--- src/design/plc_pkg.sv ---
// shared codes and control types for the positional list engine
`default_nettype none
package plc_pkg;

   localparam int KEY_W = 32;

   localparam logic [2:0] REQ_INSERT      = 3'd0;
   localparam logic [2:0] REQ_APPEND      = 3'd1;
   localparam logic [2:0] REQ_REMOVE      = 3'd2;
   localparam logic [2:0] REQ_REMOVE_LAST = 3'd3;
   localparam logic [2:0] REQ_READ        = 3'd4;

   localparam logic [1:0] ST_OK    = 2'd0;
   localparam logic [1:0] ST_EMPTY = 2'd1;
   localparam logic [1:0] ST_RANGE = 2'd2;
   localparam logic [1:0] ST_FULL  = 2'd3;

   typedef struct packed {
      logic load;
      logic insert;
      logic remove;
   } cell_cmd_type;

endpackage
`default_nettype wire

--- src/design/plc_cell.sv ---
// one storage cell of the list chain
`default_nettype none
module plc_cell
   import plc_pkg::*;
#(
   parameter int INDEX = 0,
   parameter int CW    = 7
) (
   input  wire                      clock,
   input  cell_cmd_type             cmd,
   input  wire  [CW-1:0]            pos,
   input  wire  signed [KEY_W-1:0]  key,
   input  wire  signed [KEY_W-1:0]  left_key,
   input  wire  signed [KEY_W-1:0]  right_key,
   output logic signed [KEY_W-1:0]  entry,
   output logic signed [KEY_W-1:0]  tap
);

   localparam logic [CW-1:0] IDX = CW'(INDEX);

   logic signed [KEY_W-1:0] entry_ff, entry_in;
   logic signed [KEY_W-1:0] tap_ff, tap_in;

   always_comb begin
      entry_in = entry_ff;
      if (cmd.insert) begin
         if (IDX > pos) begin
            entry_in = left_key;
         end else if (IDX == pos) begin
            entry_in = key;
         end
      end else if (cmd.remove) begin
         if (IDX >= pos) begin
            entry_in = right_key;
         end
      end
      tap_in = (IDX == pos) ? entry_ff : '0;
   end

   always_ff @(posedge clock) begin
      entry_ff <= entry_in;
      if (cmd.load) begin
         tap_ff <= tap_in;
      end
   end

   assign entry = entry_ff;
   assign tap   = tap_ff;

endmodule
`default_nettype wire

--- config.mk ---
export PLATFORM = sky130hd
export DESIGN_NAME = plc_cell
export DESIGN_NICKNAME = d
export VERILOG_FILES = /design/src/design/plc_pkg.sv /design/src/design/plc_cell.sv
export SDC_FILE = /design/constraint.sdc
export NUM_CORES = 1
export LEC_CHECK = 0
export ABC_AREA = 0
export BUFFER_PORTS_ARGS = -buffer_cell sky130_fd_sc_hd__buf_2
export CAP_MARGIN = 20
export CORE_ASPECT_RATIO = 0.6
export CORE_MARGIN = 1.5
export CORE_UTILIZATION = 43
export DETAILED_ROUTE_END_ITERATION = 10
export GPL_TIMING_DRIVEN = 1
export PLACE_DENSITY = 0.78
export SYNTH_ARGS = -nofsm -noshare
export SYNTH_HDL_FRONTEND = slang
export SYNTH_SLANG_ARGS = --single-unit
--- constraint.sdc ---
create_clock -name clock -period 4.3 [get_ports clock]
set_input_delay 0.215 -clock clock [delete_from_list [all_inputs] [get_ports clock]]
set_output_delay 0.215 -clock clock [all_outputs]
set_load 0.005 [all_outputs]
After elaboration in Yosys (flattened, before gate mapping)
Index checks and enable logic that the tools add are counted.

operators by class
  magnitude comparators = 2
  equal/unequal tests = 1
  mux-type cells = 5
  reduce and logical (&&, ||, !) cells = 4

operators with widths
  kind                number
  $mux 32             5
  $ge 1x7->1 const A  1
  $gt 1x7->1 const A  1
  $logic_not 7->1     1
  $reduce_bool 2->1   2
  $ne 3x1->1 const B  1
  $reduce_and 3->1    1

word-level totals
  flip-flop bits (word level) = 64
  input port bits = 107
  logic and storage cells = 14

Longest topological paths before layout
  depth after elaboration = 4
  depth in mapped cells = 4
  mapped depth without buffers = 2

Worst setup path before layout
No wires, ideal clock.

  path kind = input port to flip-flop
  start = input pos[3]
  end = register entry_ff[0] (netlist: entry[0]), enable pin
  arrival time = 3.138 ns
  required time = 3.839 ns
  path slack = 0.701 ns
  stages on the path = 3
  path buffers = 1
  cells stage by stage = or4_4 -> buf_6 -> nor3_1

on the way
  longest elaborated chain between the ends = 3
  elaborated cells between the ends (all ways) = 6

ends and longest elaborated chain
  item                                                       line            source
  from (decl)                                                plc_cell.sv:11  input wire [CW-1:0] pos,
  $gt 1x7->1, or another cell as far along                   plc_cell.sv:27  if (IDX > pos) begin
  $ne 3x1->1 (no line) or $reduce_bool 2->1 (tied branches)  -
  $reduce_and 3->1 (no line) *                               -
  to (signal assigned)                                       plc_cell.sv:41  entry_ff <= entry_in;
  to (decl)                                                  plc_cell.sv:21  logic signed [KEY_W-1:0] entry_ff, entry_in;

Mark *: on every way between the ends. The rest lies on a longest branch, timed or not.
A chain may end at the register's enable or synchronous reset.

Final worst setup path
  start = input pos[1]
  end = register entry_ff[10] (netlist: entry[10]), enable pin

Same word-level chain as after synthesis.

==> metrics.md <==
| Metric | Value |
|---|---|
| RR Startpoint | entry[25] |
| Data arrival, critical path | 1.90 ns |
| Vias | 1851 |
| Clk sinks | 64 |
| Power Density | 354 nW/um2 |
| Unrepaired setup endpoints after global routing | false |
| Area contributors post-synth | edfxtp_1 (68%), mux2_2 (13%), nor3_2 (11%) |
| Cell Rows | 22 |
| CTS-repair resized insts | 0 |
| # diodes | 0 |
| Clk slew on worst S/H paths | 0.07 ns |
| F_max | 519 MHz |
| Starting DRC count in detailed routing | 63 |
| Nets | 421 |
| Mapped Area | 2850 um2 |
| Worst reg2reg endpoint | tap[25] |
| Total die area | 7130 um2 |
| Vias in the first global route | 1721 |
| HP Class | in2reg |
| #FFs+latches synth | 64 |
| Worst setup path endpoint | entry[10] |
| Hold Slack | 0.185 ns |
| Max-Cap Viols | 0 |
| Post-synth top area share | 67.5% |
| Vias per cell | 4.59 |
| Die height | 66.0 um |
| DRC viols | 0 |
| Hold depth | 2 |
| Crit end category | flop |
| First-pass GRT wire length | 8580 um |
| Count leader, synth | edfxtp_1 |
| Antenna-violating nets left | 0 |
| DR WL/cell | 14.0 um |
| Final Hold Viols | 0 |
| IO buf count | 138 |
| Synth unique cells | 12 |
| Clock buffer depth | 2 |
| GRT Total Usage | 16.7% |
| GP Congestion | 0.729 |
| Post-synthesis sequential area ratio | 67.5% |
| P&R area growth vs syn | 32.1% |
| Synthesized instance count | 176 |
| Setup Fix Bufs, Post-CTS | 0 |
| Gr ovfl total | 0 |
| Core area | 6250 um2 |
| First-pass detailed-route iteration total | 4 |
| R2R depth | 2 |
| Avg Cell Area, Syn | 16.2 um2 |
| Worst setup path class | in2reg |
| Largest net degree at the start of global routing | 34 |
| Peak supply drop | 0.219 mV |
| CTS buffer count | 9 |
| Main synth FF type | edfxtp_1 |
| Clock Latency Late Sink | 0.33 ns |
| Fillers | 527 |
| Cell taking the most area after synthesis | edfxtp_1 |
| Slew Limit Fails | 0 |
| Final Setup Violations | 0 |
| Layout cells sized above 1 | 68.3% |
| Status | finished clean |
| Fin crit share | 44.8% |
| Ys Warns | 0 |
| HPWL Detailed | 4060 um |
| CP required | 4.28 ns |
| I/O Pins | 171 |
| Final Critical Period | 1.93 ns |
| Reg-to-reg setup timing slack | 3.47 ns |
| Initial antenna violation count | 0 |
| CP Launch Point | pos[1] |
| Worst Skew | 0.00624 ns |
| H-tree depth | 3 |
| Root buf cell | clkbuf_8 |
| CTS tree | done |
| Slew margin rel. | 34.6% |
| Hold buffers post-CTS | 0 |
| EDFF count, synth | 64 |
| Initial core utilization | 45.6% |
| Post-synth top cells | edfxtp_1 (64), inv_1 (32), mux2_2 (32) |
| Pleak | 0.00163 uW |
| Syn Nets | 283 |
| Crit path launch type | primary input |
| Async set or reset register ratio after synthesis | 0% |
| Least-Margin Pin Slew | 0.981 ns |
| Crit Path Max Fanout | 33 |
| Die span in x | 108 um |
| Post-Route WL | 5630 um |
| TNS Setup | 0 ns |
state kept, by name (all words and copies together), names as in the netlist:
name   flops
entry     32
tap       32
placed cells by master, fill, tap and decap left out, drive strengths merged:
cell type  Yosys  routed
nor3          33      33
edfxtp        64      64
buf            9     139
bufinv         0       2
or3            1       1
inv           32      32
mux2          32      32
or4            1       1
nor2           1       1
clkinvlp       0       2
clkbuf         3      10
clkinv         0       2
area by class of cell:
type,instances,area (um2),share of cell area (%)
clock buffers,10,128,3.39
well taps,84,105,2.80
inverters,32,120,3.19
clock inverters,6,83.8,2.23
flip-flops and latches,64,1920,51.1
multi-input cells,68,703,18.7
repair buffers,139,698,18.6
through the flow:
step / area, um2 / total power (uW) / setup slack [ns] / std cells / utilization [%]
floorplan: 2850 / 760 / 0.701 / 176 / -
global placement: 3550 / 807 / 2.04 / 387 / 56.8
detailed placement: 3550 / 810 / 2.01 / 387 / 56.8
CTS: 3760 / 1350 / 2.38 / 403 / 60.2
global route: 3760 / 1390 / 2.24 / 403 / 60.2
finish: 3760 / 1330 / 2.37 / 403 / 60.2
worst min path at each step:
stage,end,startpoint
after global placement,entry[20],right_key[20]
after CTS,entry[18],right_key[18]
final,entry[18],right_key[18]
after global routing,entry[0],key[0]
after floorplan,tap[0],cmd[2]
after detailed placement,entry[18],right_key[18]
power breakdown:
group	switching [uW]	internal [uW]
clock network	213	323
registers	2.82	698
logic	42.4	52.3
total	259	1070
critical path, stage by stage:
cell	delay, ns
buf_2	0.09
or3_2	0.88
nor3_2	0.27
buf_4	0.41
per-layer routing:
layer  track usage (%)  wire length, um  vias up
met5                 0                0        -
met3              5.42              314        5
met2              27.5             2810       63
met4              6.91               53        0
li1                  -                -      900
met1              20.3             2450      883
cell families (layout without fill, tap and decap cells):
family                 count (synthesis)  count (layout)  synth area share (%)
DFF                                   64              64                  67.5
buffers and inverters                 44             187                  8.00
and+or+nand+nor                       36              36                  11.8
muxes                                 32              32                  12.7
No activity file was read; power rests on OpenSTA's default activity.
